==> src/hw/rtl/imsc_pkg.sv <==
`timescale 1ns / 1ps
// ----------------------------------------------------------------------------
// imsc_pkg
// Shared types and constants of the infrared mark/space capture qualifier.
// ----------------------------------------------------------------------------
package imsc_pkg;

   localparam int DurWidth   = 15;
   localparam int CountWidth = 8;
   localparam int SumWidth   = 23;
   localparam int TotalWidth = 22;

   // register indexes on the configuration port
   localparam logic [1:0] REG_MIN_LENGTH     = 2'd0;
   localparam logic [1:0] REG_MIN_TOTAL_TIME = 2'd1;
   localparam logic [1:0] REG_BURST_LEVEL    = 2'd2;

   localparam logic [CountWidth-1:0] MIN_LENGTH_RESET     = 8'd4;
   localparam logic [TotalWidth-1:0] MIN_TOTAL_TIME_RESET = 22'd2000;
   localparam logic                  BURST_LEVEL_RESET    = 1'b0;

   // result kinds
   localparam logic KIND_KEPT    = 1'b0;
   localparam logic KIND_VERDICT = 1'b1;

   // verdict codes
   localparam logic [1:0] VERDICT_ACCEPTED  = 2'd0;
   localparam logic [1:0] VERDICT_EMPTY     = 2'd1;
   localparam logic [1:0] VERDICT_TOO_SHORT = 2'd2;

   localparam int QueueDepth    = 4;
   localparam int QueuePtrWidth = $clog2(QueueDepth);

   typedef struct packed {
      logic [CountWidth-1:0] min_length;
      logic [TotalWidth-1:0] min_total_time;
      logic                  burst_level;
   } cfg_type;

   // one classified item on its way to the output side
   typedef struct packed {
      logic                  has_kept;
      logic                  has_verdict;
      logic [DurWidth-1:0]   duration;
      logic [1:0]            verdict;
      logic [CountWidth-1:0] count;
      logic [TotalWidth-1:0] total;
   } entry_type;

   typedef struct packed {
      logic full;
      logic empty;
   } queue_status_type;

endpackage

==> src/hw/rtl/ir_mark_space_capture_qualifier.sv <==
`timescale 1ns / 1ps
// ----------------------------------------------------------------------------
// ir_mark_space_capture_qualifier
// Qualifies received infrared edges into alternating mark/space durations
// and gives a verdict at the end of each capture frame.
// ----------------------------------------------------------------------------
// The block takes one edge per clock cycle while req_stall is low, which it
// is whenever the four-entry queue has room. An accepted edge is classified
// in the cycle it is accepted and passes through the queue into the result
// register. The last edge of a frame that is also kept gives a kept duration
// and then the verdict; any other edge that is kept or ends a frame gives one
// result. Dropped edges that are not a frame end give no result and cost
// nothing at the output. The user must write registers through the APB port
// only while the block is idle; the block itself does not enforce this.
module ir_mark_space_capture_qualifier import imsc_pkg::*; #(
   parameter int MAX_KEPT = 128
) (
   input  logic                  clock,
   input  logic                  reset,
   input  logic                  req_valid,
   output logic                  req_stall,
   input  logic                  req_edge_level,
   input  logic [DurWidth-1:0]   req_edge_duration,
   input  logic                  req_frame_end,
   output logic                  rsp_valid,
   input  logic                  rsp_stall,
   output logic                  rsp_result_kind,
   output logic [DurWidth-1:0]   rsp_kept_duration,
   output logic [1:0]            rsp_verdict,
   output logic [CountWidth-1:0] rsp_kept_count,
   output logic [TotalWidth-1:0] rsp_total_time,
   output logic                  rsp_run_last,
   input  logic                  psel,
   input  logic                  penable,
   input  logic                  pwrite,
   input  logic [3:0]            paddr,
   input  logic [31:0]           pwdata,
   output logic [31:0]           prdata,
   output logic                  pready
);

   cfg_type          cfg_ff;
   queue_status_type q_status;
   logic             push;
   logic             pop;
   entry_type        push_entry;
   entry_type        pop_entry;
   logic             cfg_write;
   logic [1:0]       reg_index;

   assign pready    = 1'b1;
   assign cfg_write = psel && penable && pwrite && pready;
   assign reg_index = paddr[3:2];

   always_ff @(posedge clock) begin
      if (reset) begin
         cfg_ff.min_length     <= MIN_LENGTH_RESET;
         cfg_ff.min_total_time <= MIN_TOTAL_TIME_RESET;
         cfg_ff.burst_level    <= BURST_LEVEL_RESET;
      end else if (cfg_write) begin
         case (reg_index)
            REG_MIN_LENGTH: begin
               cfg_ff.min_length <= pwdata[CountWidth-1:0];
            end
            REG_MIN_TOTAL_TIME: begin
               cfg_ff.min_total_time <= pwdata[TotalWidth-1:0];
            end
            REG_BURST_LEVEL: begin
               cfg_ff.burst_level <= pwdata[0];
            end
            default: begin
            end
         endcase
      end
   end

   always_comb begin
      case (reg_index)
         REG_MIN_LENGTH:     prdata = 32'(cfg_ff.min_length);
         REG_MIN_TOTAL_TIME: prdata = 32'(cfg_ff.min_total_time);
         REG_BURST_LEVEL:    prdata = 32'(cfg_ff.burst_level);
         default:            prdata = '0;
      endcase
   end

   imsc_front #(
      .MAX_KEPT (MAX_KEPT)
   ) u_front (
      .clock             (clock),
      .reset             (reset),
      .req_valid         (req_valid),
      .req_stall         (req_stall),
      .req_edge_level    (req_edge_level),
      .req_edge_duration (req_edge_duration),
      .req_frame_end     (req_frame_end),
      .cfg               (cfg_ff),
      .q_status          (q_status),
      .push              (push),
      .push_entry        (push_entry)
   );

   imsc_queue u_queue (
      .clock      (clock),
      .reset      (reset),
      .push       (push),
      .push_entry (push_entry),
      .pop        (pop),
      .pop_entry  (pop_entry),
      .status     (q_status)
   );

   imsc_back u_back (
      .clock             (clock),
      .reset             (reset),
      .q_status          (q_status),
      .pop_entry         (pop_entry),
      .pop               (pop),
      .rsp_valid         (rsp_valid),
      .rsp_stall         (rsp_stall),
      .rsp_result_kind   (rsp_result_kind),
      .rsp_kept_duration (rsp_kept_duration),
      .rsp_verdict       (rsp_verdict),
      .rsp_kept_count    (rsp_kept_count),
      .rsp_total_time    (rsp_total_time),
      .rsp_run_last      (rsp_run_last)
   );

`ifndef SYNTHESIS
   // a kept duration is never zero and carries no verdict
   assert property (@(posedge clock) disable iff (reset)
      (rsp_valid && rsp_result_kind == KIND_KEPT) |->
         (rsp_kept_duration != '0 && rsp_verdict == VERDICT_ACCEPTED &&
          rsp_kept_count != '0))
      else $error("kept result with bad fields");

   // a verdict always closes the run of results of its item
   assert property (@(posedge clock) disable iff (reset)
      (rsp_valid && rsp_result_kind == KIND_VERDICT) |->
         (rsp_run_last && rsp_kept_duration == '0 && rsp_verdict != 2'd3))
      else $error("verdict result with bad fields");

   // empty verdict only for a frame without kept durations
   assert property (@(posedge clock) disable iff (reset)
      (rsp_valid && rsp_result_kind == KIND_VERDICT) |->
         ((rsp_verdict == VERDICT_EMPTY) == (rsp_kept_count == '0)))
      else $error("empty verdict does not match kept count");

   // a kept duration not marked last is followed by its verdict
   assert property (@(posedge clock) disable iff (reset)
      (rsp_valid && !rsp_stall && rsp_result_kind == KIND_KEPT && !rsp_run_last) |=>
         (rsp_valid && rsp_result_kind == KIND_VERDICT))
      else $error("verdict missing after kept duration");
`endif

endmodule

==> src/hw/rtl/imsc_front.sv <==
`timescale 1ns / 1ps
// ----------------------------------------------------------------------------
// imsc_front
// Accepts edges, applies the mark/space alternation rules, keeps the frame
// count and total, and queues one entry per item that gives a result.
// ----------------------------------------------------------------------------
module imsc_front import imsc_pkg::*; #(
   parameter int MAX_KEPT = 128
) (
   input  logic                  clock,
   input  logic                  reset,
   input  logic                  req_valid,
   output logic                  req_stall,
   input  logic                  req_edge_level,
   input  logic [DurWidth-1:0]   req_edge_duration,
   input  logic                  req_frame_end,
   input  cfg_type               cfg,
   input  queue_status_type      q_status,
   output logic                  push,
   output entry_type             push_entry
);

   logic                  started_ff, started_in;
   logic                  expect_ff, expect_in;
   logic [CountWidth-1:0] count_ff, count_in;
   logic [SumWidth-1:0]   sum_ff, sum_in;

   logic                  accept;
   logic                  is_mark;
   logic                  room;
   logic                  keep;
   logic [CountWidth-1:0] count_new;
   logic [SumWidth-1:0]   sum_new;
   logic [1:0]            verdict;

   assign req_stall = q_status.full;
   assign accept    = req_valid && !q_status.full;
   assign is_mark   = (req_edge_level == cfg.burst_level);
   assign room      = (req_edge_duration != '0) && (count_ff < CountWidth'(MAX_KEPT));
   // before the first mark only a mark is kept
   assign keep      = room && (started_ff ? (expect_ff == is_mark) : is_mark);
   assign count_new = count_ff + CountWidth'(keep);
   assign sum_new   = sum_ff + (keep ? SumWidth'(req_edge_duration) : '0);

   always_comb begin
      if (count_new == '0) begin
         verdict = VERDICT_EMPTY;
      end else if ((count_new < cfg.min_length) ||
                   (sum_new < SumWidth'(cfg.min_total_time))) begin
         verdict = VERDICT_TOO_SHORT;
      end else begin
         verdict = VERDICT_ACCEPTED;
      end
   end

   always_comb begin
      started_in = started_ff;
      expect_in  = expect_ff;
      count_in   = count_ff;
      sum_in     = sum_ff;
      if (accept) begin
         if (req_frame_end) begin
            started_in = 1'b0;
            expect_in  = 1'b1;
            count_in   = '0;
            sum_in     = '0;
         end else if (keep) begin
            started_in = 1'b1;
            expect_in  = !is_mark;
            count_in   = count_new;
            sum_in     = sum_new;
         end
      end
   end

   always_ff @(posedge clock) begin
      if (reset) begin
         started_ff <= 1'b0;
         expect_ff  <= 1'b1;
         count_ff   <= '0;
         sum_ff     <= '0;
      end else begin
         started_ff <= started_in;
         expect_ff  <= expect_in;
         count_ff   <= count_in;
         sum_ff     <= sum_in;
      end
   end

   assign push = accept && (keep || req_frame_end);

   always_comb begin
      push_entry.has_kept    = keep;
      push_entry.has_verdict = req_frame_end;
      push_entry.duration    = req_edge_duration;
      push_entry.verdict     = verdict;
      push_entry.count       = count_new;
      // reported total saturates, the verdict uses the full sum
      push_entry.total       = sum_new[SumWidth-1] ? '1 : sum_new[TotalWidth-1:0];
   end

endmodule

==> src/hw/rtl/imsc_queue.sv <==
`timescale 1ns / 1ps
// ----------------------------------------------------------------------------
// imsc_queue
// Short first-in first-out queue of classified entries between the front
// and the back.
// ----------------------------------------------------------------------------
module imsc_queue import imsc_pkg::*; (
   input  logic             clock,
   input  logic             reset,
   input  logic             push,
   input  entry_type        push_entry,
   input  logic             pop,
   output entry_type        pop_entry,
   output queue_status_type status
);

   entry_type                mem_ff [QueueDepth];
   logic [QueuePtrWidth-1:0] wr_ptr_ff, wr_ptr_in;
   logic [QueuePtrWidth-1:0] rd_ptr_ff, rd_ptr_in;
   logic [QueuePtrWidth:0]   fill_ff, fill_in;

   assign status.full  = (fill_ff == (QueuePtrWidth+1)'(QueueDepth));
   assign status.empty = (fill_ff == '0);
   assign pop_entry    = mem_ff[rd_ptr_ff];

   always_comb begin
      wr_ptr_in = wr_ptr_ff + QueuePtrWidth'(push);
      rd_ptr_in = rd_ptr_ff + QueuePtrWidth'(pop);
      fill_in   = fill_ff + (QueuePtrWidth+1)'(push) - (QueuePtrWidth+1)'(pop);
   end

   always_ff @(posedge clock) begin
      if (reset) begin
         wr_ptr_ff <= '0;
         rd_ptr_ff <= '0;
         fill_ff   <= '0;
      end else begin
         wr_ptr_ff <= wr_ptr_in;
         rd_ptr_ff <= rd_ptr_in;
         fill_ff   <= fill_in;
      end
   end

   always_ff @(posedge clock) begin
      if (push) begin
         mem_ff[wr_ptr_ff] <= push_entry;
      end
   end

endmodule

==> src/hw/rtl/imsc_back.sv <==
`timescale 1ns / 1ps
// ----------------------------------------------------------------------------
// imsc_back
// Takes queued entries and sends their results through the output
// register, a kept duration first and then the verdict where both exist.
// ----------------------------------------------------------------------------
module imsc_back import imsc_pkg::*; (
   input  logic                  clock,
   input  logic                  reset,
   input  queue_status_type      q_status,
   input  entry_type             pop_entry,
   output logic                  pop,
   output logic                  rsp_valid,
   input  logic                  rsp_stall,
   output logic                  rsp_result_kind,
   output logic [DurWidth-1:0]   rsp_kept_duration,
   output logic [1:0]            rsp_verdict,
   output logic [CountWidth-1:0] rsp_kept_count,
   output logic [TotalWidth-1:0] rsp_total_time,
   output logic                  rsp_run_last
);

   logic                  valid_ff, valid_in;
   logic                  pend_ff, pend_in;
   logic [1:0]            pend_verdict_ff;
   logic                  kind_ff;
   logic [DurWidth-1:0]   dur_ff;
   logic [1:0]            verdict_ff;
   logic [CountWidth-1:0] count_ff;
   logic [TotalWidth-1:0] total_ff;
   logic                  last_ff;

   logic out_free;

   assign out_free = !valid_ff || !rsp_stall;
   assign pop      = out_free && !pend_ff && !q_status.empty;

   always_comb begin
      valid_in = valid_ff;
      pend_in  = pend_ff;
      if (out_free) begin
         if (pend_ff) begin
            valid_in = 1'b1;
            pend_in  = 1'b0;
         end else if (!q_status.empty) begin
            valid_in = 1'b1;
            pend_in  = pop_entry.has_kept && pop_entry.has_verdict;
         end else begin
            valid_in = 1'b0;
         end
      end
   end

   always_ff @(posedge clock) begin
      if (reset) begin
         valid_ff <= 1'b0;
         pend_ff  <= 1'b0;
      end else begin
         valid_ff <= valid_in;
         pend_ff  <= pend_in;
      end
   end

   always_ff @(posedge clock) begin
      if (out_free) begin
         if (pend_ff) begin
            // count and total stay as sent with the kept duration
            kind_ff    <= KIND_VERDICT;
            dur_ff     <= '0;
            verdict_ff <= pend_verdict_ff;
            last_ff    <= 1'b1;
         end else if (!q_status.empty) begin
            kind_ff         <= pop_entry.has_kept ? KIND_KEPT : KIND_VERDICT;
            dur_ff          <= pop_entry.has_kept ? pop_entry.duration : '0;
            verdict_ff      <= pop_entry.has_kept ? VERDICT_ACCEPTED : pop_entry.verdict;
            count_ff        <= pop_entry.count;
            total_ff        <= pop_entry.total;
            last_ff         <= !(pop_entry.has_kept && pop_entry.has_verdict);
            pend_verdict_ff <= pop_entry.verdict;
         end
      end
   end

   assign rsp_valid         = valid_ff;
   assign rsp_result_kind   = kind_ff;
   assign rsp_kept_duration = dur_ff;
   assign rsp_verdict       = verdict_ff;
   assign rsp_kept_count    = count_ff;
   assign rsp_total_time    = total_ff;
   assign rsp_run_last      = last_ff;

endmodule

==> config.mk <==
export PLATFORM = sky130hd
export DESIGN_NAME = ir_mark_space_capture_qualifier
export DESIGN_NICKNAME = d
export VERILOG_FILES = /design/src/hw/rtl/imsc_pkg.sv /design/src/hw/rtl/ir_mark_space_capture_qualifier.sv /design/src/hw/rtl/imsc_front.sv /design/src/hw/rtl/imsc_queue.sv /design/src/hw/rtl/imsc_back.sv
export SDC_FILE = /design/constraint.sdc
export NUM_CORES = 1
export LEC_CHECK = 0
export ABC_AREA = 1
export BUFFER_PORTS_ARGS = -buffer_cell sky130_fd_sc_hd__buf_2
export CORE_MARGIN = 2
export CORE_UTILIZATION = 55
export DETAILED_ROUTE_END_ITERATION = 10
export PLACE_DENSITY = 0.85
export SYNTH_ARGS = -nofsm -noshare
export SYNTH_HDL_FRONTEND = slang
export SYNTH_SLANG_ARGS = --single-unit
export TNS_END_PERCENT = 100
==> constraint.sdc <==
create_clock -name clock -period 8.4 [get_ports clock]
set_input_delay 1.68 -clock clock [delete_from_list [all_inputs] [get_ports clock]]
set_output_delay 1.68 -clock clock [all_outputs]
set_load 0.005 [all_outputs]
== Yosys cells after proc, flatten, opt, wreduce, memory -nomap -nowiden ==
Memory sizes are Yosys's and may differ from the RTL's. A register that Yosys moved wholly into a read port is not among the register bits.
Cells that the tools add are included.

* Bits in registers: 124
* Bits in writable memories: 196
* Input bits: 60
* Output and inout bits: 84
* Word-level logic and storage cells: 96
* Memories: 1

{| class="wikitable"
|+ Memories
! memory !! depth !! width !! rd ports !! clocked after Yosys merged registers in !! wr ports !! line !! source
|-
| u_queue.mem_ff || 4 || 49 || 1 || 1 || 1 || imsc_queue.sv:17 || <nowiki>entry_type mem_ff [QueueDepth];</nowiki>
|}

* Add/sub/neg operators: 6
* Magnitude comparators: 3
* Equal/unequal tests: 6
* Mux-type cells: 29
* Bitwise operators: 2
* Reduce and logical (&&, ||, !) cells: 30

{| class="wikitable"
|+ Operators by type and width
! kind !! count
|-
| 22-bit one-hot mux with 3 select lines || 1
|-
| 23-bit 2-to-1 mux || 2
|-
| 15-bit 2-to-1 mux || 3
|-
| 23-bit adder || 1
|-
| 23-bit by 22-bit < comparator with 1-bit output || 1
|-
| 22-bit 2-to-1 mux || 1
|-
| 8-bit 2-to-1 mux || 2
|-
| 15-bit nonzero test || 1
|-
| 1-bit 2-to-1 mux || 14
|-
| 2-bit 2-to-1 mux || 6
|-
| 2-bit AND reduction || 5
|-
| 1-bit logical AND || 9
|-
| 8-bit by 1-bit adder with 8-bit output || 1
|-
| 8-bit zero test || 1
|-
| 8-bit < comparator || 1
|-
| 8-bit < comparator (second input constant) || 1
|-
| 1-bit zero test || 7
|-
| 2-bit by 1-bit adder with 2-bit output || 2
|-
| 3-bit by 1-bit adder with 3-bit output || 1
|-
| 3-bit == test (second input constant) || 1
|-
| 3-bit zero test || 1
|-
| 1-bit logical OR || 3
|-
| 3-bit AND reduction || 1
|-
| 3-bit by 1-bit subtractor with 3-bit output || 1
|-
| other kinds (7) || 9
|}

== Depth between registers and ports, before layout ==
Gate-level depths: netlist of the first run.

* Word-level depth: 10
* Depth in mapped cells: 31
* Mapped depth without buffers: 31

== Modules after synthesis ==
From an unflattened synthesis of the first run, not the netlist that was laid out.

* Cells, all modules: 1,603
* Area total of the unflattened synthesis: 15,293.4 µm²

{| class="wikitable"
|+ By module, submodules not included
! module !! times used !! cells each !! area an instance (µm²)
|-
| imsc_queue || 1 || 617 || 8,102.8
|-
| imsc_front || 1 || 634 || 3,784.9
|-
| imsc_back || 1 || 107 || 1,804.2
|-
| ir_mark_space_capture_qualifier || 1 || 245 || 1,601.5
|}

== Worst setup path before layout of the first run ==
Ideal clock, no wire load.

* Kind: in2reg
* Start: in req_edge_level
* End: mem u_queue.mem_ff[0][0] in the netlist's numbering (enable)
* Library setup time: 0.516 ns
* Data arrival time: 5.915 ns
* Slack: 1.969 ns
* Stages: 9
* Buffers on the path: 2
* Cells stage by stage: xnor2_1 o21ai_0 nand2_1 nand3_4 inv_2 o21ai_2 buf_6 buf_6 nor3_1

{| class="wikitable"
|+ RTL lines
! element !! line !! source
|-
| start: declaration || ir_mark_space_capture_qualifier.sv:22 || <nowiki>input logic req_edge_level,</nowiki>
|-
| end: declaration || imsc_queue.sv:17 ||
|}

==> metrics.txt, run 1 <==
status=completed; final cell count without fillers=1832; row cnt=58; global route overflow=0; main combinational cell family by area after synthesis=simple AND/OR/NAND/NOR gates; IO buf count=120; Post-Syn Instances=1371; clock power share=0.328; Sw Pwr=1.35 mW; worst hold path class=reg -> reg; DRT Pass-1 Iters=6; Max-Cap Viols=0; Core Area=0.0251 mm²; Slew HR=0.0932; count of pins over their slew limit=0; Seq pwr share=0.454; post-DR vias/cell=5.56; starting density of the core=0.559; Clock Pin Slew Worst Setup and Hold Paths=60 ps; met2 GRT Util=0.389; min cycle time layout=5710 ps; CP Capture Type=flop; setup TNS=0 ps; VDD IR max=0.181 mV; met1 Use GR=0.314; Main synth FF type=edfxtp_1; Die Ht=164 µm; final net count=1587; total wire length=31.3 mm; mux cell area share after synthesis=0; Synth area leader=edfxtp_1; startpoint types=input port; clk_lat worst skew=550 ps; Crit Path Max Fanout=17; sequential fraction of the synthesis area=0.632; vias in the first global route=9614; CTS buffer count=31; fmax=175 MHz; unrepaired setup endpoints after global routing=false; Comb power frac=0.218; IO Pins=144; final worst path period share=0.680; count leader, synth=edfxtp_1; total power=4.63 mW; most used routing layer in global routing=met2; initial antenna violation count=0; final hold vios=0; Syn-to-layout area delta=13.9%; placed insts=1773; flops & latches, synth=320; main area contributors after synthesis=edfxtp_1, dfxtp_1, nand2_1; Min Hold Slack=475 ps; Pint=3.28 mW; dpl hpwl=19.7 mm; worst slew pin tran=1350 ps; clk sinks=320; Compound-Gate Fraction of Synth Area=0.109; Die Area=0.0268 mm²; Synth Area per Inst=10.2 µm²; DR vias=10200; Pwr Density=289 mW/mm²; global-route wire length before repair=49.3 mm; FFs w/ async S/R, synth=0; Setup Crit Path Kind=in -> reg; Synth warnings=0; adder-cell share of the synthesized area=0.0465; CTS tree=built; largest net degree at the start of global routing=100; Worst Path Required=8690 ps; share of layout cells above drive strength 1=0.131; Post-Synth Simple-Gate Area=0.137; Clock Tree Root=clkbuf_16; CTS Hold Buffers Added=0; DRT antenna net count=0; Crit path arrival time=6000 ps; met3 Use GR=0.0386; Final Skew=8.27 ps; top cell type's share of synthesized area=0.528; DR WL/cell=17.1 µm; drt initial violations=1088; final setup fails=0; Die Wd=164 µm; gpl congestion=0.977; Synth Area in XOR/XNOR=0.0112; htree depth=1; sw frac=0.291; PostCTS Resize Cnt=0; EDFF count, synth=247; Filler cells=1881; Syn Std Cell Area=0.0140 mm²; most common library cells after synthesis=edfxtp_1, nand2_1, nor2_1; Post-CTS Repair Setup Buffers=0; # DRC=0; clock buffer depth=3; Yosys cell types=37; Static Leakage=6.52 nW; Total GRT Usage=0.233
## final timing paths
check,from,endpoint,slack (ps),depth (start not counted)
min,u_front.sum_ff[11]$_SDFFE_PP0P_,u_front.sum_ff[11]$_SDFFE_PP0P_,480,2
max,req_edge_level,u_queue.mem_ff[3][31]$_DFFE_PP_,2690,24
max reg2reg,cfg_ff[0]$_SDFFE_PP0P_,u_queue.mem_ff[3][31]$_DFFE_PP_,3570,23
min reg2reg,u_front.sum_ff[11]$_SDFFE_PP0P_,u_front.sum_ff[11]$_SDFFE_PP0P_,480,2
## per-layer routing
layer / routed length, µm / up-vias
met5: 0 / -
met3: 2590 / 69
met1: 12900 / 4793
met4: 831 / 0
met2: 15000 / 463
li1: - / 4861
## metrics by stage
stage | setup slack [ps] | util | instance area (µm²)
CTS | 2840 | 0.637 | 16000
floorplan | 1970 | - | 14100
global route | 2230 | 0.637 | 16000
detailed placement | 2330 | 0.592 | 14900
finish | 2690 | 0.637 | 16000
global placement | 2470 | 0.592 | 14900
## cells in the final DEF, fill, tap and decap left out, drive strengths merged, types with 2 or more instances in the layout
cell type and n:
o22ai 40, conb 11, inv 144, clkinv 12
ha 49, bufinv 8, a21oi 99, fa 2
nand4 9, xor2 12, dfxtp 73, clkinvlp 3
buf 131, nand2 215, diode 2, or2 3
edfxtp 247, nor2 195, xnor2 6, o211ai 9
nand3 39, clkbuf 35, o21bai 2, o21ai 135
nor3 16
## cells by family (layout without fill, tap and decap cells)
group | Yosys count | in the layout
buffers and inverters | 213 | 333
adders and majority gates | 51 | 51
xor gates and xnor gates | 18 | 18
other | 2 | 13
and+or+nand+nor | 479 | 479
AOI/OAI and AO/OA | 288 | 288
DFF | 320 | 320
## state kept, by name, summed over array words and instances, names as in the netlist
register	count
u_queue.rd_ptr_ff	2
u_front.expect_ff	1
u_front.started_ff	1
u_queue.mem_ff	196
u_back.rsp_kept_count	8
u_front.sum_ff	23
u_back.rsp_result_kind	1
u_queue.fill_ff	3
u_back.rsp_valid	1
u_back.rsp_verdict	2
u_back.rsp_run_last	1
u_back.rsp_kept_duration	15
u_back.pend_ff	1
u_queue.wr_ptr_ff	2
u_back.pend_verdict_ff	2
cfg_ff	31
u_front.count_ff	8
u_back.rsp_total_time	22
## worst max-delay path, stage by stage
cell	delay, ps
buf_2	100
xnor2_1	380
o21ai_0	170
nand2_1	140
nand3_4	200
nor2_1	200
ha_1	190
inv_1	60
fa_1	430
inv_1	80
nand2_1	50
nand3_1	150
inv_1	80
o21ai_0	270
or2_2	180
nand2_1	130
ha_1	340
a21oi_1	210
o21ai_0	120
a21oi_1	140
nand2_1	60
nand2_1	60
nand3_1	120
a21oi_1	480
## area by class of cell
class | instances | area, µm² | area share
diodes | 2 | 5.00 | 0.000313
well taps | 330 | 413 | 0.0258
repair buffers | 131 | 683 | 0.0427
multi-input cells | 847 | 4340 | 0.271
clock inverters | 22 | 318 | 0.0199
inverters | 145 | 544 | 0.0340
clock buffers | 35 | 811 | 0.0507
flip-flops and latches | 320 | 8880 | 0.555
## power by group through the flow
stage / registers (mW) / clock network (mW) / logic (mW)
after global routing: 2.12 / 1.60 / 1.12
after detailed placement: 2.13 / 0 / 0.994
after global placement: 2.12 / 0 / 0.948
final: 2.10 / 1.52 / 1.01
after floorplan: 2.16 / 0 / 0.603
after CTS: 2.10 / 1.53 / 1.01
No activity file was read; power rests on OpenSTA's default activity.
==> run 2: changes to the inputs <==
--- a/config.mk
+++ b/config.mk
@@ -8,9 +8,9 @@
 export ABC_AREA = 1
 export BUFFER_PORTS_ARGS = -buffer_cell sky130_fd_sc_hd__buf_2
 export CORE_MARGIN = 2
-export CORE_UTILIZATION = 55
+export CORE_UTILIZATION = 53
 export DETAILED_ROUTE_END_ITERATION = 10
-export PLACE_DENSITY = 0.85
+export PLACE_DENSITY = 0.86
 export SYNTH_ARGS = -nofsm -noshare
 export SYNTH_HDL_FRONTEND = slang
 export SYNTH_SLANG_ARGS = --single-unit
==> constraint.sdc (replaced) <==
create_clock -name clock -period 5.21 [get_ports clock]
set_input_delay 1.042 -clock clock [delete_from_list [all_inputs] [get_ports clock]]
set_output_delay 1.042 -clock clock [all_outputs]
set_load 0.005 [all_outputs]
==> run 2 against run 1 <==
Worst hold slack got worse by 2.5 ps. Power increased by 54%. Cell count increased by 0.60%. Clock power increased by 39%. Final area decreased by 0.70%. Highest routed layer unchanged. First-iteration DRC count increased by 16%. Critical endpoint is now u_queue.mem_ff[2][31]$_DFFE_PP_. Flip-flop and latch count unchanged. Combinational power increased by 62%. Sequential power increased by 61%. Sequential share of layout area increased by 0.39 points. Core utilization decreased by 2.7 points. Critical path depth increased by 6.
==> metrics.txt, run 2 (synthesis gave the netlist of run 1 again) <==
CTS tree=built; starting density of the core=0.539 (-0.0204); multi-input logic area=0.00434 mm² (unchanged); DR vias=10300 (+1.3%); Largest register FFs=196 (unchanged); number of buffers and inverters on the critical path=5 (+1); clk sinks=320 (unchanged); total wire length=32.2 mm (+2.7%); area post-placement=0.0149 mm² (+0.40%); Filler cells=1995 (+6.1%); DR WL/cell=17.5 µm (+2.1%); count of pins over their slew limit=0 (unchanged); clk_lat worst skew=580 ps (+30 ps); IO buf count=120 (unchanged); largest net degree at the start of global routing=100 (unchanged); htree depth=1 (unchanged); Pwr Density=450 mW/mm² (+55%); row cnt=59 (+1.7%); dpl hpwl=20.4 mm (+3.2%); Die Ht=167 µm (+1.8%); Die Area=0.0278 mm² (+3.7%); post-route cell area=0.0159 mm² (-0.70%); clock buffer depth=3 (unchanged); Final Skew=18.3 ps (+10.1 ps); VDD IR max=0.269 mV (+49%); gpl congestion=0.897 (-8.2%); fmax=227 MHz; drt initial violations=1257 (+16%); Syn-to-layout area delta=13.1%; Static Leakage=6.47 nW (-0.78%); Clock Pin Slew Worst Setup and Hold Paths=60 ps (about the same); global route overflow=0 (unchanged); post-DR vias/cell=5.60 (+0.67%); CP Capture Type=flop; crit-path most repeated cell=nand2_1; share of layout cells above drive strength 1=0.129 (-0.00269); Worst Path Required=5580 ps (-3110 ps); Top Registers=u_queue.mem_ff (196), cfg_ff (31), u_front.sum_ff (23); # DRC=0 (unchanged); Crit Path Max Fanout=5 (-12); final cell count without fillers=1843 (+0.60%); Clock Tree Root=clkbuf_16; CP top delay family=simple AND/OR/NAND/NOR gates; global-route wire length before repair=49.9 mm (+1.2%); final setup fails=0 (unchanged); worst setup margin=809 ps (-1880 ps); CP max-delay cell=fa_1; Core Area=0.0261 mm² (+3.8%); min cycle time layout=4400 ps; setup TNS=0 ps (unchanged); CTS buffer count=31 (unchanged); Die Wd=167 µm (+1.8%); Min Hold Slack=473 ps (-2.54 ps); Max-Cap Viols=0 (unchanged); Finished Core Util=0.609 (-0.0275); # diodes=0 (-2); worst slew pin tran=1350 ps (-6.16 ps); final worst path period share=0.845; Setup Crit Path Kind=in -> reg; vias in the first global route=9953 (+3.5%); Place WS=357 ps (-1970 ps); commonest non-fill, non-tap cell in the layout=edfxtp_1; worst hold path class=reg -> reg; Slew HR=0.0974 (+0.00413); Crit path arrival time=4770 ps (-1230 ps); placed insts=1785 (+0.68%); DRT Pass-1 Iters=6 (unchanged); DRT antenna net count=0 (unchanged); largest stage delay on the critical path=430 ps (-50 ps); register bank with the most flops=u_queue.mem_ff; FF/Latch Area=0.00888 mm² (unchanged); PostCTS Resize Cnt=0 (unchanged); final hold vios=0 (unchanged); IO Pins=144 (unchanged); unrepaired setup endpoints after global routing=false; status=completed; CTS Hold Buffers Added=0 (unchanged); final net count=1594 (+0.44%); commonest cells after routing, fill and taps aside=edfxtp_1, nand2_1, nor2_1; initial antenna violation count=0 (unchanged); Post-CTS Repair Setup Buffers=0 (unchanged); total power=7.14 mW (+54%); startpoint types=input port; Total GRT Usage=0.223 (-0.0100)
==> run 2: final cells by class <==
cell class | instances | area share
well taps | 335 | 0.0264
multi-input cells | 847 | 0.273
repair buffers | 138 | 0.0463
clock buffers | 47 | 0.0558
flip-flops and latches | 320 | 0.559
inverters | 145 | 0.0343
clock inverters | 11 | 0.00489
==> run 2: power by group <==
| group | switching [mW] | leakage, nW | internal (mW) |
|---|---|---|---|
| Sequential | 0.105 | 2.92 | 3.29 |
| Combinational | 1.14 | 3.08 | 0.499 |
| Clock | 0.937 | 0.464 | 1.18 |
| Total | 2.18 | 6.47 | 4.96 |
==> run 2: layer usage <==
layer / track usage / routed length [µm] / part of all wire
met5: 0 / 0 / 0
met4: 0.0798 / 942 / 0.029
met3: 0.0378 / 2680 / 0.083
met2: 0.377 / 15400 / 0.48
met1: 0.293 / 13100 / 0.41
==> run 2: tightest hold or removal path: stages, from the launching register on <==
cell     delay, ps
dfxtp_1        310
nand2_1         60
a21oi_1         50
==> run 2: final timing paths <==
check,start,endpoint,slack [ps],cells after the start
worst max-delay path,req_edge_level,u_queue.mem_ff[2][31]$_DFFE_PP_,810,30
worst min-delay path,u_front.sum_ff[7]$_SDFFE_PP0P_,u_front.sum_ff[7]$_SDFFE_PP0P_,470,2
worst max register to register,cfg_ff[0]$_SDFFE_PP0P_,u_queue.mem_ff[2][31]$_DFFE_PP_,1030,29
worst min register to register,u_front.sum_ff[7]$_SDFFE_PP0P_,u_front.sum_ff[7]$_SDFFE_PP0P_,470,2
